$ cat src/lslf_pkg.sv
`timescale 1ns / 1ps

package lslf_pkg;

  // Set size and coordinate format
  localparam int MAX_POINTS = 1024;
  localparam int COORD_W    = 16;
  localparam int COORD_FRAC = 8;
  localparam int CNT_W      = $clog2(MAX_POINTS + 1);

  // Running sums
  localparam int SUM_W = COORD_W + CNT_W;
  localparam int SQ_W  = 2 * COORD_W - 1 + CNT_W;
  localparam int SPLIT = SQ_W / 2;

  // Fit arithmetic
  localparam int NUM_W = 2 * CNT_W + 2 * COORD_W;
  localparam int RES_W = 32;
  localparam int FRAC_W = 16;
  localparam int T_W   = RES_W + 1 + SUM_W;

  // Shared multiplier operand widths
  localparam int MB_W = SUM_W + 1;
  localparam int MA_W = (SUM_W + 1 > RES_W) ? SUM_W + 1 : RES_W;
  localparam int P_W  = MA_W + MB_W;

  // Shared divider: quotient bits, divisor width, step counter
  localparam int QB       = 34;
  localparam int SLOPE_SH = QB - (FRAC_W + 1);
  localparam int DVS_W    = NUM_W;
  localparam int QCNT_W   = $clog2(QB);
  localparam int MAG_W    = QB + 1;

  localparam logic [RES_W-1:0] Q_MAX = {1'b0, {(RES_W - 1){1'b1}}};
  localparam logic [RES_W-1:0] Q_MIN = {1'b1, {(RES_W - 1){1'b0}}};
  localparam logic [MAG_W-1:0] MAG_HALF = MAG_W'(1) << (RES_W - 1);

  // Status codes
  localparam logic [1:0] STATUS_OK    = 2'd0;
  localparam logic [1:0] STATUS_DEGEN = 2'd1;
  localparam logic [1:0] STATUS_DROP  = 2'd2;

  typedef struct packed {
    logic signed [COORD_W-1:0] point_x;
    logic signed [COORD_W-1:0] point_y;
    logic                      last_point;
  } in_item_t;

  typedef struct packed {
    logic signed [RES_W-1:0] slope;
    logic signed [RES_W-1:0] intercept;
    logic [1:0]              status;
  } out_item_t;

  typedef struct packed {
    logic done;
    logic ovf;
  } div_stat_t;

  // Apply sign to a magnitude and clamp to the signed result range
  function automatic logic [RES_W-1:0] sat_q16(input logic neg, input logic ovf,
                                               input logic [MAG_W-1:0] mag);
    logic [RES_W-1:0] r;
    if (neg) begin
      if (ovf || (mag >= MAG_HALF)) r = Q_MIN;
      else r = -mag[RES_W-1:0];
    end else begin
      if (ovf || (mag >= MAG_HALF)) r = Q_MAX;
      else r = mag[RES_W-1:0];
    end
    return r;
  endfunction

endpackage

$ cat src/lslf_mul.sv
`timescale 1ns / 1ps

module lslf_mul import lslf_pkg::*; (
  input  logic                   clk_i,
  input  logic signed [MA_W-1:0] a_i,
  input  logic signed [MB_W-1:0] b_i,
  output logic signed [P_W-1:0]  prod_o
);

  logic signed [P_W-1:0] prod_q;

  // Register every product; the sequencer picks it up in the following cycle
  always_ff @(posedge clk_i) begin
    prod_q <= P_W'(a_i) * P_W'(b_i);
  end

  assign prod_o = prod_q;

endmodule

$ cat src/lslf_div.sv
`timescale 1ns / 1ps

module lslf_div import lslf_pkg::*; (
  input  logic             clk_i,
  input  logic             rst_ni,
  input  logic             start_i,
  input  logic [DVS_W-1:0] hi_i,
  input  logic [QB-1:0]    lo_i,
  input  logic [DVS_W-1:0] dvs_i,
  output logic [QB-1:0]    quot_o,
  output logic [DVS_W-1:0] rem_o,
  output div_stat_t        stat_o
);

  logic [DVS_W-1:0]  rem_q;
  logic [QB-1:0]     shf_q;
  logic [DVS_W-1:0]  dvs_q;
  logic [QCNT_W-1:0] cnt_q;
  logic              busy_q;
  logic              done_q;
  logic              ovf_q;

  logic [DVS_W:0]   trial;
  logic             fits;
  logic [DVS_W:0]   diff;

  // One restoring step: bring down the next dividend bit and try the subtract
  assign trial = {rem_q, shf_q[QB-1]};
  assign fits  = trial >= {1'b0, dvs_q};
  assign diff  = trial - {1'b0, dvs_q};

  always_ff @(posedge clk_i or negedge rst_ni) begin
    if (!rst_ni) begin
      rem_q  <= '0;
      shf_q  <= '0;
      dvs_q  <= '0;
      cnt_q  <= '0;
      busy_q <= 1'b0;
      done_q <= 1'b0;
      ovf_q  <= 1'b0;
    end else begin
      done_q <= 1'b0;
      if (start_i) begin
        // Load high part as partial remainder; quotient too wide if it is not below the divisor
        rem_q  <= hi_i;
        shf_q  <= lo_i;
        dvs_q  <= dvs_i;
        ovf_q  <= hi_i >= dvs_i;
        cnt_q  <= '0;
        busy_q <= 1'b1;
      end else if (busy_q) begin
        rem_q <= fits ? diff[DVS_W-1:0] : trial[DVS_W-1:0];
        shf_q <= {shf_q[QB-2:0], fits};
        cnt_q <= cnt_q + QCNT_W'(1);
        if (cnt_q == QCNT_W'(QB - 1)) begin
          busy_q <= 1'b0;
          done_q <= 1'b1;
        end
      end
    end
  end

  assign quot_o      = shf_q;
  assign rem_o       = rem_q;
  assign stat_o.done = done_q;
  assign stat_o.ovf  = ovf_q;

endmodule

$ cat src/least_squares_line_fit.sv
`timescale 1ns / 1ps

// Least-squares line fit over a stream of Q7.8 points.
// Input channel: in_valid_i / in_stall_o with in_item_i (x, y, last mark). A transfer
// takes place when valid is high and stall is low. Each point passes through the
// states PT_XY, PT_XX and PT_ACC, with two passes through the shared multiplier (x*y,
// then x*x); a point dropped because the set is full leaves after PT_XY.
// Output channel: out_valid_o / out_stall_i with out_item_o (slope, intercept, status).
// One result follows each point marked last: after the point is taken in, the shared
// multiplier forms the products in the states NXY_LO through DEN, one denominator check
// follows, then two 34-step divisions on the radix-2 divider, with the intercept term
// formed in SMUL, TERM and ISTART between them. A zero or negative denominator skips
// both divisions and gives the result straight from the check.
// The block takes no point while a fit runs or a result waits; while the receiver
// stalls, the result and its valid hold. The transfer of the result clears all sums
// and the point count for the next set.
// Reset clears the sums, the count and the dropped-point flag; the block is then
// ready at once.

module least_squares_line_fit import lslf_pkg::*; (
  input  logic      clk_i,
  input  logic      rst_ni,
  input  logic      in_valid_i,
  output logic      in_stall_o,
  input  in_item_t  in_item_i,
  output logic      out_valid_o,
  input  logic      out_stall_i,
  output out_item_t out_item_o
);

  typedef enum logic [4:0] {
    ST_IDLE,
    ST_PT_XY,
    ST_PT_XX,
    ST_PT_ACC,
    ST_NXY_LO,
    ST_NXY_HI,
    ST_SXSY,
    ST_NUM,
    ST_NXX_LO,
    ST_NXX_HI,
    ST_SXSX,
    ST_DEN,
    ST_CHK,
    ST_SDIV,
    ST_SMUL,
    ST_TERM,
    ST_ISTART,
    ST_IDIV,
    ST_OUT
  } state_e;

  state_e state_q;

  logic signed [COORD_W-1:0] x_q;
  logic signed [COORD_W-1:0] y_q;
  logic                      last_q;
  logic [CNT_W-1:0]          count_q;
  logic signed [SUM_W-1:0]   sum_x_q;
  logic signed [SUM_W-1:0]   sum_y_q;
  logic signed [SQ_W-1:0]    sum_xy_q;
  logic signed [SQ_W-1:0]    sum_xx_q;
  logic                      drop_q;
  logic signed [NUM_W-1:0]   acc_q;
  logic signed [NUM_W-1:0]   num_q;
  logic signed [NUM_W-1:0]   den_q;
  logic signed [T_W-1:0]     t_q;
  logic signed [RES_W-1:0]   slope_q;
  logic signed [RES_W-1:0]   icept_q;
  logic [1:0]                status_q;

  logic signed [MA_W-1:0] mul_a;
  logic signed [MB_W-1:0] mul_b;
  logic signed [P_W-1:0]  prod;
  logic signed [MA_W-1:0] n_ext;

  logic             div_start;
  logic [DVS_W-1:0] div_hi;
  logic [QB-1:0]    div_lo;
  logic [DVS_W-1:0] div_dvs;
  logic [QB-1:0]    div_quot;
  logic [DVS_W-1:0] div_rem;
  div_stat_t        div_stat;

  logic [NUM_W-1:0]      num_mag;
  logic [T_W-1:0]        t_mag;
  logic [DVS_W-1:0]      icept_dvs;
  logic                  den_ok;
  logic                  icept_rnd;
  logic [MAG_W-1:0]      slope_mag;
  logic [MAG_W-1:0]      icept_mag;
  logic signed [T_W-1:0] sy_sh;

  assign in_stall_o  = state_q != ST_IDLE;
  assign out_valid_o = state_q == ST_OUT;
  assign out_item_o  = '{slope: slope_q, intercept: icept_q, status: status_q};

  // Shared multiplier and its operand select
  assign n_ext = MA_W'({1'b0, count_q});

  always_comb begin
    mul_a = MA_W'(x_q);
    mul_b = MB_W'(y_q);
    unique case (state_q)
      ST_PT_XX: begin
        mul_b = MB_W'(x_q);
      end
      ST_NXY_LO: begin
        mul_a = n_ext;
        mul_b = MB_W'({1'b0, sum_xy_q[SPLIT-1:0]});
      end
      ST_NXY_HI: begin
        mul_a = n_ext;
        mul_b = MB_W'($signed(sum_xy_q[SQ_W-1:SPLIT]));
      end
      ST_SXSY: begin
        mul_a = MA_W'(sum_x_q);
        mul_b = MB_W'(sum_y_q);
      end
      ST_NXX_LO: begin
        mul_a = n_ext;
        mul_b = MB_W'({1'b0, sum_xx_q[SPLIT-1:0]});
      end
      ST_NXX_HI: begin
        mul_a = n_ext;
        mul_b = MB_W'($signed(sum_xx_q[SQ_W-1:SPLIT]));
      end
      ST_SXSX: begin
        mul_a = MA_W'(sum_x_q);
        mul_b = MB_W'(sum_x_q);
      end
      ST_SMUL: begin
        mul_a = MA_W'(slope_q);
        mul_b = MB_W'(sum_x_q);
      end
      default: begin
        mul_a = MA_W'(x_q);
        mul_b = MB_W'(y_q);
      end
    endcase
  end

  lslf_mul u_mul (
    .clk_i  (clk_i),
    .a_i    (mul_a),
    .b_i    (mul_b),
    .prod_o (prod)
  );

  // Divider operands: slope as |num| * 2^17 / den, intercept as |t| / (n * 2^8)
  assign num_mag   = num_q[NUM_W-1] ? NUM_W'(-num_q) : NUM_W'(num_q);
  assign t_mag     = t_q[T_W-1] ? T_W'(-t_q) : T_W'(t_q);
  assign icept_dvs = DVS_W'({count_q, {COORD_FRAC{1'b0}}});
  assign den_ok    = (den_q != '0) && !den_q[NUM_W-1];

  always_comb begin
    if (state_q == ST_ISTART) begin
      div_hi  = DVS_W'(t_mag[T_W-1:QB]);
      div_lo  = t_mag[QB-1:0];
      div_dvs = icept_dvs;
    end else begin
      div_hi  = DVS_W'(num_mag[NUM_W-1:SLOPE_SH]);
      div_lo  = {num_mag[SLOPE_SH-1:0], {(QB - SLOPE_SH){1'b0}}};
      div_dvs = DVS_W'(den_q);
    end
  end

  assign div_start = ((state_q == ST_CHK) && den_ok) || (state_q == ST_ISTART);

  lslf_div u_div (
    .clk_i   (clk_i),
    .rst_ni  (rst_ni),
    .start_i (div_start),
    .hi_i    (div_hi),
    .lo_i    (div_lo),
    .dvs_i   (div_dvs),
    .quot_o  (div_quot),
    .rem_o   (div_rem),
    .stat_o  (div_stat)
  );

  // Round the quotients: slope drops its extra fraction bit, intercept rounds on remainder
  assign slope_mag = MAG_W'((MAG_W'(div_quot) + MAG_W'(1)) >> 1);
  assign icept_rnd = {div_rem, 1'b0} >= {1'b0, icept_dvs};
  assign icept_mag = MAG_W'(div_quot) + MAG_W'(icept_rnd);
  assign sy_sh     = {{(T_W - SUM_W - FRAC_W){sum_y_q[SUM_W-1]}}, sum_y_q, {FRAC_W{1'b0}}};

  // Sequencer: state, sums and result registers
  always_ff @(posedge clk_i or negedge rst_ni) begin
    if (!rst_ni) begin
      state_q  <= ST_IDLE;
      x_q      <= '0;
      y_q      <= '0;
      last_q   <= 1'b0;
      count_q  <= '0;
      sum_x_q  <= '0;
      sum_y_q  <= '0;
      sum_xy_q <= '0;
      sum_xx_q <= '0;
      drop_q   <= 1'b0;
      acc_q    <= '0;
      num_q    <= '0;
      den_q    <= '0;
      t_q      <= '0;
      slope_q  <= '0;
      icept_q  <= '0;
      status_q <= STATUS_OK;
    end else begin
      unique case (state_q)
        ST_IDLE: begin
          // Capture the point on transfer
          if (in_valid_i) begin
            x_q     <= in_item_i.point_x;
            y_q     <= in_item_i.point_y;
            last_q  <= in_item_i.last_point;
            state_q <= ST_PT_XY;
          end
        end
        ST_PT_XY: begin
          // Drop the point once the set is full
          if (count_q == CNT_W'(MAX_POINTS)) begin
            drop_q  <= 1'b1;
            state_q <= last_q ? ST_NXY_LO : ST_IDLE;
          end else begin
            state_q <= ST_PT_XX;
          end
        end
        ST_PT_XX: begin
          sum_xy_q <= sum_xy_q + SQ_W'(prod);
          state_q  <= ST_PT_ACC;
        end
        ST_PT_ACC: begin
          sum_xx_q <= sum_xx_q + SQ_W'(prod);
          sum_x_q  <= sum_x_q + SUM_W'(x_q);
          sum_y_q  <= sum_y_q + SUM_W'(y_q);
          count_q  <= count_q + CNT_W'(1);
          state_q  <= last_q ? ST_NXY_LO : ST_IDLE;
        end
        ST_NXY_LO: begin
          state_q <= ST_NXY_HI;
        end
        ST_NXY_HI: begin
          acc_q   <= NUM_W'(prod);
          state_q <= ST_SXSY;
        end
        ST_SXSY: begin
          acc_q   <= acc_q + {prod[NUM_W-SPLIT-1:0], {SPLIT{1'b0}}};
          state_q <= ST_NUM;
        end
        ST_NUM: begin
          num_q   <= acc_q - NUM_W'(prod);
          state_q <= ST_NXX_LO;
        end
        ST_NXX_LO: begin
          state_q <= ST_NXX_HI;
        end
        ST_NXX_HI: begin
          acc_q   <= NUM_W'(prod);
          state_q <= ST_SXSX;
        end
        ST_SXSX: begin
          acc_q   <= acc_q + {prod[NUM_W-SPLIT-1:0], {SPLIT{1'b0}}};
          state_q <= ST_DEN;
        end
        ST_DEN: begin
          den_q   <= acc_q - NUM_W'(prod);
          state_q <= ST_CHK;
        end
        ST_CHK: begin
          // Degenerate set: no division, zero result
          if (den_ok) begin
            state_q <= ST_SDIV;
          end else begin
            slope_q  <= '0;
            icept_q  <= '0;
            status_q <= STATUS_DEGEN;
            state_q  <= ST_OUT;
          end
        end
        ST_SDIV: begin
          if (div_stat.done) begin
            slope_q <= sat_q16(num_q[NUM_W-1], div_stat.ovf, slope_mag);
            state_q <= ST_SMUL;
          end
        end
        ST_SMUL: begin
          state_q <= ST_TERM;
        end
        ST_TERM: begin
          t_q     <= sy_sh - T_W'(prod);
          state_q <= ST_ISTART;
        end
        ST_ISTART: begin
          state_q <= ST_IDIV;
        end
        ST_IDIV: begin
          if (div_stat.done) begin
            icept_q  <= sat_q16(t_q[T_W-1], div_stat.ovf, icept_mag);
            status_q <= drop_q ? STATUS_DROP : STATUS_OK;
            state_q  <= ST_OUT;
          end
        end
        ST_OUT: begin
          // Hold the result until its transfer, then clear the set
          if (!out_stall_i) begin
            count_q  <= '0;
            sum_x_q  <= '0;
            sum_y_q  <= '0;
            sum_xy_q <= '0;
            sum_xx_q <= '0;
            drop_q   <= 1'b0;
            state_q  <= ST_IDLE;
          end
        end
        default: begin
          state_q <= ST_IDLE;
        end
      endcase
    end
  end

endmodule

$ cat config.mk
export PLATFORM = sky130hd
export DESIGN_NAME = least_squares_line_fit
export DESIGN_NICKNAME = d
export VERILOG_FILES = /design/src/lslf_pkg.sv /design/src/lslf_mul.sv /design/src/lslf_div.sv /design/src/least_squares_line_fit.sv
export SDC_FILE = /design/constraint.sdc
export NUM_CORES = 2
export LEC_CHECK = 0
export BUFFER_PORTS_ARGS = -buffer_cell sky130_fd_sc_hd__buf_2
export CAP_MARGIN = 25
export CORE_MARGIN = 8
export CORE_UTILIZATION = 50
export DETAILED_ROUTE_END_ITERATION = 6
export GPL_ROUTABILITY_DRIVEN = 0
export PLACE_DENSITY = 0.66
export SLEW_MARGIN = 15
export SYNTH_ARGS = -nofsm -noshare
export SYNTH_HDL_FRONTEND = slang
export SYNTH_HIERARCHICAL = 1
export SYNTH_SLANG_ARGS = --single-unit
$ cat constraint.sdc
create_clock -name clk_i -period 10.55 [get_ports clk_i]
set_clock_uncertainty 0.15 [all_clocks]
set_input_delay 0 -clock clk_i [delete_from_list [all_inputs] [get_ports clk_i]]
set_output_delay 0 -clock clk_i [all_outputs]
set_load 0.005 [all_outputs]
# Yosys cells after proc, flatten, opt, wreduce, memory -nomap -nowiden
# Index checks and enable logic that the tools add are counted.
[totals]
regBits = 687
out_inout_bits = 68
in_bits = 37
elab_cells = 155
[classes]
order_cmp = 5
n_addsub = 16
n_reduce_logical = 27
muxes = 55
mul = 1
n_eq_ne = 26
[op_table]
columns = ["cell", "count"]
rows = [
  ["two-way mux 32 bit", 9],
  ["two-way mux 54 bit", 5],
  ["case mux 28 bit (7 select lines)", 1],
  ["case mux 42 bit (2 select lines)", 2],
  ["case mux 32 bit (2 select lines)", 2],
  ["case mux 27 bit (2 select lines)", 2],
  ["case mux 54 bit (2 select lines)", 1],
  ["subtractor 54 bit", 2],
  ["two-way mux 34 bit", 3],
  ["case mux 32 bit (3 select lines)", 1],
  ["case mux 5 bit (19 select lines)", 1],
  ["adder 42 bit", 2],
  ["negation 32 bit", 2],
  ["multiplier 32 x 28 -> 60 bit", 1],
  ["two-way mux 60 bit", 1],
  ["negation 60 bit", 1],
  ["subtractor 43 x 60 -> 60 bit", 1],
  [">= comparator 55 x 19 -> 1 bit", 1],
  [">= comparator 55 x 54 -> 1 bit", 1],
  ["adder 27 x 16 -> 27 bit", 2],
  ["adder 54 bit", 1],
  [">= comparator 37 x 54 -> 1 bit", 1],
  ["negation 54 bit", 1],
  ["nonzero test 54 bit", 1],
  ["38 further kinds", 85],
]

# Longest topological paths before layout
[depth]
word_depth = 8
mapped_depth = 36
ltp_nobuf = 32

# Hierarchy
# The synthesis kept the hierarchy.
[modules_own_cells]
columns = ["mod", "seq_area_each_um2", "n_inst", "area_per_inst_um2", "cells_each"]
rows = [
  ["least_squares_line_fit", 11911.4, 1, 39689.3, 4907],
  ["lslf_mul", 1201.2, 1, 32915.3, 3468],
  ["lslf_div", 3778.6, 1, 11378.4, 1386],
]

# Least setup slack after synthesis
# OpenSTA, ideal clock, no wires.
[synth_path]
path_kind = "flip-flop to flip-flop"
startpoint = "register state_q[4]"
endpoint = "register u_mul.prod_q[59] (netlist: u_mul/prod_o[59])"
setup_ns = 0.072
setup_slack_ns = 0.965
required_ns = 10.328
stages_incl_launch_ff = 36
arrival_time_ns = 9.363
synth_period_minus_slack_ns = 9.585
n_path_buf = 7
cell_sequence = "dfrtp_1 clkbuf_1 or2_2 clkbuf_1 nor2_1 and2_1 clkbuf_1 clkbuf_1 a21o_1 clkbuf_1 clkbuf_1 nand2_1 inv_1 fa_1 inv_1 fa_1 inv_1 fa_1 fa_1 inv_1 fa_1 inv_1 fa_1 inv_1 fa_1 inv_1 ha_1 ha_1 clkbuf_1 o21ai_0 nor2_1 a221o_1 or3_1 o21a_1 a211oi_1 xnor2_1"
[synth_via]
elab_chain_cells = 4
word_cells_on_any_way = 14
classes_between = "mul: 1; eq/ne: 8; mux: 2; reduce/logical: 3"
[synth_rtl]
columns = ["item", "line", "rtl"]
rows = [
  ["start: declaration", "least_squares_line_fit.sv:53", "state_e state_q;"],
  ["start signal: assignment", "least_squares_line_fit.sv:223", "state_q <= last_q ? ST_NXY_LO : ST_IDLE;"],
  ["start signal: assignment", "least_squares_line_fit.sv:237", "state_q <= last_q ? ST_NXY_LO : ST_IDLE;"],
  ["equality test 5 x 4 -> 1 bit or equality test 5 x 3 -> 1 bit (tied branches)", "least_squares_line_fit.sv:104", "unique case (state_q)"],
  ["OR reduction 4 bit (no source line) or OR reduction 2 bit (tied branches)", "-", ""],
  ["case mux 32 bit (3 select lines) *", "least_squares_line_fit.sv:104", ""],
  ["via mul_a[31]", "least_squares_line_fit.sv:72", "logic signed [MA_W-1:0] mul_a;"],
  ["multiplier 32 x 28 -> 60 bit *", "lslf_mul.sv:14", "prod_q <= P_W'(a_i) * P_W'(b_i);"],
  ["end signal: assignment", "lslf_mul.sv:14", ""],
  ["end: declaration", "lslf_mul.sv:10", "logic signed [P_W-1:0] prod_q;"],
]
# Mark *: on every way through the listed nets, which the timed path passes. The rest lies on a longest branch.
# A chain may end at the register's enable or synchronous reset.

# Worst setup path after layout
[layout_path]
startpoint = "register state_q[4]"
endpoint = "register u_mul.prod_q[52] (netlist: u_mul/prod_o[52])"
# Same word-level chain as after synthesis.

==> results.py <==
metrics = {
    "status": {
        "status": "finished with violations",
        "violations": "design-rule violations",
    },
    "die": {
        "rows": 150,
        "initial_core_util_pct": 50.3,
        "die_h_um": 426,
        "io_pins": 105,
        "coreArea_um2": 167000,
        "die_area_um2": 181000,
        "die_w_um": 426,
    },
    "global_route": {
        "grt_max_degree": 158,
        "antenna_found_initial": 9,
        "grt_first_pass_wirelength_um": 423000,
        "grt.total_usage_pct": 29.7,
        "grt_pass1_vias": 71300,
        "gr-total-overflow": 0,
    },
    "worst_setup_path": {
        "path_delay_family": "adder cells",
        "cpMaxStageDelayCell": "dfrtp_1",
        "end_kind": "flop",
        "critPathBufInv": 5,
        "crit_arrival_ns": 10.68,
        "max_stage_delay_ns": 0.76,
        "critPathKind": "reg -> reg",
        "cp-start-kind": "flop",
        "r2r-end": "u_mul/prod_o[52]$_DFF_P_",
        "cp_common_cell": "fa_1",
        "r2r_slack_ns": 0.30,
        "rr_startpoint": "state_q[4]$_DFFE_PN0P_",
        "crit_required_ns": 10.98,
        "cp_max_fo": 20,
        "ff2ff_path_depth": 29,
    },
    "timing": {
        "post-route-period-util_pct": 97.2,
        "slew_headroom_pct": 12.7,
        "finalSetupViolCount": 0,
        "tns_ns": 0,
        "min_period_ns": 10.25,
        "max_freq_mhz": 97.5,
        "grt_setup_unrepaired": "false",
        "finalHoldViolCount": 0,
        "slew_viol_final": 0,
        "tightest_slew_ns": 1.30,
    },
    "flow_run": {
        "drv_cap": 0,
    },
    "power_and_ir_drop": {
        "ir_drop_v": 0.000121,
        "total_leakage_power_nw": 45.9,
        "powerDensity_nw_per_um2": 64.6,
    },
    "clock_tree": {
        "root_buffer": "clkbuf_16",
        "clock_path_buffers": 3,
        "path_clk_slew_ns": 0.07,
        "htree_levels": 3,
        "clk_latency_ns": 0.71,
        "clkSinkCount": 687,
        "cts_tree": "yes",
        "post_cts.repair.setup_buffers": 0,
        "cts_buffers": 80,
    },
    "logic_synthesis": {
        "synth_edf_count": 0,
        "synth_top_area_share_pct": 22.3,
        "ys.flop_type": "dfrtp_1",
        "synth.yosys.seq_area_share_pct": 20.1,
        "synth_area_leaders": "fa_1, dfrtp_1, ha_1, nand2_1, inv_1",
        "syn_inst": 9761,
        "yosysTopAreaCell": "fa_1",
        "yosysWarnings": 6,
        "syn_avg_cell_area_um2": 8.60,
        "syn-cell-area_um2": 84000,
        "synthArstFlopShare_pct": 91.3,
        "ys_seq_elements": 687,
        "ys_types": 99,
    },
    "finish": {
        "final_common_cell": "nand2_1",
        "nets": 11300,
        "final_area_um2": 90700,
        "drive_gt1_share_pct": 6.11,
        "fillers": 15200,
        "syn2layout_area_growth_pct": 8.02,
        "final_cell_mix": "nand2_1, inv_1, fa_1",
    },
    "detailed_routing": {
        "num_vias": 71800,
        "drc": 43,
        "drtPass1Iterations": 7,
        "wl_per_cell_um": 22.9,
        "drt_iter0_drc": 7079,
        "via_per_inst": 5.98,
        "wl_um": 275000,
        "ant_nets": 0,
    },
    "worst_hold_path": {
        "holdPathStages": 3,
        "hp-class": "in -> reg",
        "hold_path_end": "x_q[9]$_DFFE_PN0P_",
        "hp-start": "in_item_i[26]",
    },
    "place": {
        "dpl.hpwl_um": 217000,
        "numPortBuffers": 104,
        "postPlaceCellArea_um2": 87000,
    },
}
## layout make-up
type	instances	area [um2]	share of cell area (%)
Multi-Input combinational cell	7447	61100	67.3
Sequential cell	687	16900	18.6
Inverter	1165	4370	4.82
Tap cell	2204	2760	3.04
Timing Repair Buffer	345	2690	2.96
Clock buffer	101	2180	2.40
Clock inverter	46	741	0.817
Antenna cell	6	15.0	0.0166
## registers in the layout, indices dropped and copies added, names as in the netlist, 5 cells and up
| name | flops |
|---|---|
| acc_q | 54 |
| count_q | 11 |
| den_q | 54 |
| icept_q | 32 |
| num_q | 54 |
| slope_q | 32 |
| state_q | 5 |
| sum_x_q | 27 |
| sum_xx_q | 42 |
| sum_xy_q | 42 |
| sum_y_q | 27 |
| t_q | 60 |
| u_div/cnt_q | 6 |
| u_div/dvs_q | 54 |
| u_div/quot_o | 34 |
| u_div/rem_o | 54 |
| u_mul/prod_o | 60 |
| x_q | 16 |
| y_q | 16 |
## cells by family after synthesis
| family | count (synthesis) | synth area share, % |
|---|---|---|
| compound gates | 2156 | 16.1 |
| xor+xnor | 538 | 5.61 |
| fa+ha+maj | 1520 | 31.0 |
| buf+inv | 1660 | 7.47 |
| flops | 687 | 20.1 |
| mux | 180 | 2.29 |
| other cells | 1 | 0.00447 |
| simple gates | 3019 | 17.5 |
## synthesized netlist by cell type (40+ instances only)
library cell / n
a211oi_1: 42
a21o_1: 268
a21oi_1: 532
a22oi_1: 40
a31oi_1: 51
and2_1: 552
and3_1: 77
clkbuf_1: 457
dfrtp_1: 627
dfxtp_1: 60
fa_1: 934
ha_1: 586
inv_1: 1164
mux2_2: 96
mux2i_1: 84
nand2_1: 1266
nand2b_1: 73
nand3_1: 231
nand4_1: 92
nor2_1: 354
nor2b_1: 63
nor3_1: 93
nor4_1: 57
o21a_1: 44
o21ai_0: 703
o21bai_1: 46
o31ai_1: 67
xnor2_1: 291
xor2_1: 247
## worst min-delay path, cell delays in order
cell	delay [ns]
dlygate4sd3_1	0.51
buf_2	0.12
mux2_2	0.14
## timing repair
item	in CTS	in global routing
gates resized for setup	0	2
hold buffers	67	0
endpoints found under the hold margin	327	0
setup endpoints to repair	0	2
## metrics by stage
| step | utilization [%] | instances | hold slack (ns) | worst slack (ns) | power (mW) |
|---|---|---|---|---|---|
| after global routing | 54.3 | 12000 | 0.0180 | 0.0545 | 6.02 |
| after CTS | 54.2 | 12000 | 0.00443 | 0.543 | 5.90 |
| after detailed placement | 52.1 | 11800 | -0.136 | 0.588 | 2.76 |
| final | 54.3 | 12000 | 0.00693 | 0.296 | 5.86 |
| after global placement | 52.0 | 11800 | -0.141 | 0.685 | 2.75 |
| after floorplan | - | 9794 | -0.446 | 0.965 | 2.69 |
## layer usage
| layer | wire length (um) | share of wire [%] | global-route usage, % | up-vias |
|---|---|---|---|---|
| met1 | 113000 | 41 | 39.0 | 35500 |
| met5 | 11 | 0.0040 | 0 | - |
| li1 | - | - | - | 32400 |
| met4 | 17200 | 6.3 | 15.2 | 2 |
| met2 | 121000 | 44 | 46.5 | 3084 |
| met3 | 24000 | 8.7 | 6.25 | 711 |
## report_power, final
part | total, mW | internal, mW | switching [mW] | leakage, nW
Combinational | 0.0963 | 0.0304 | 0.0658 | 36.0
Clock | 3.13 | 1.85 | 1.28 | 1.41
Sequential | 2.63 | 2.63 | 0 | 8.43
Total | 5.86 | 4.52 | 1.35 | 45.9
## worst max path at each step
stage,startpoint,to,slack (ns),depth (start not counted)
CTS,state_q[4]$_DFFE_PN0P_,u_mul/prod_o[56]$_DFF_P_,0.54,27
floorplan,state_q[4]$_DFFE_PN0P_,u_mul/prod_o[59]$_DFF_P_,0.97,35
global placement,state_q[4]$_DFFE_PN0P_,u_mul/prod_o[59]$_DFF_P_,0.68,31
global route,state_q[3]$_DFFE_PN0P_,u_mul/prod_o[59]$_DFF_P_,0.05,29
finish,state_q[4]$_DFFE_PN0P_,u_mul/prod_o[52]$_DFF_P_,0.30,29
detailed placement,state_q[4]$_DFFE_PN0P_,u_mul/prod_o[56]$_DFF_P_,0.59,27
Power figures use the tool's default switching activity.
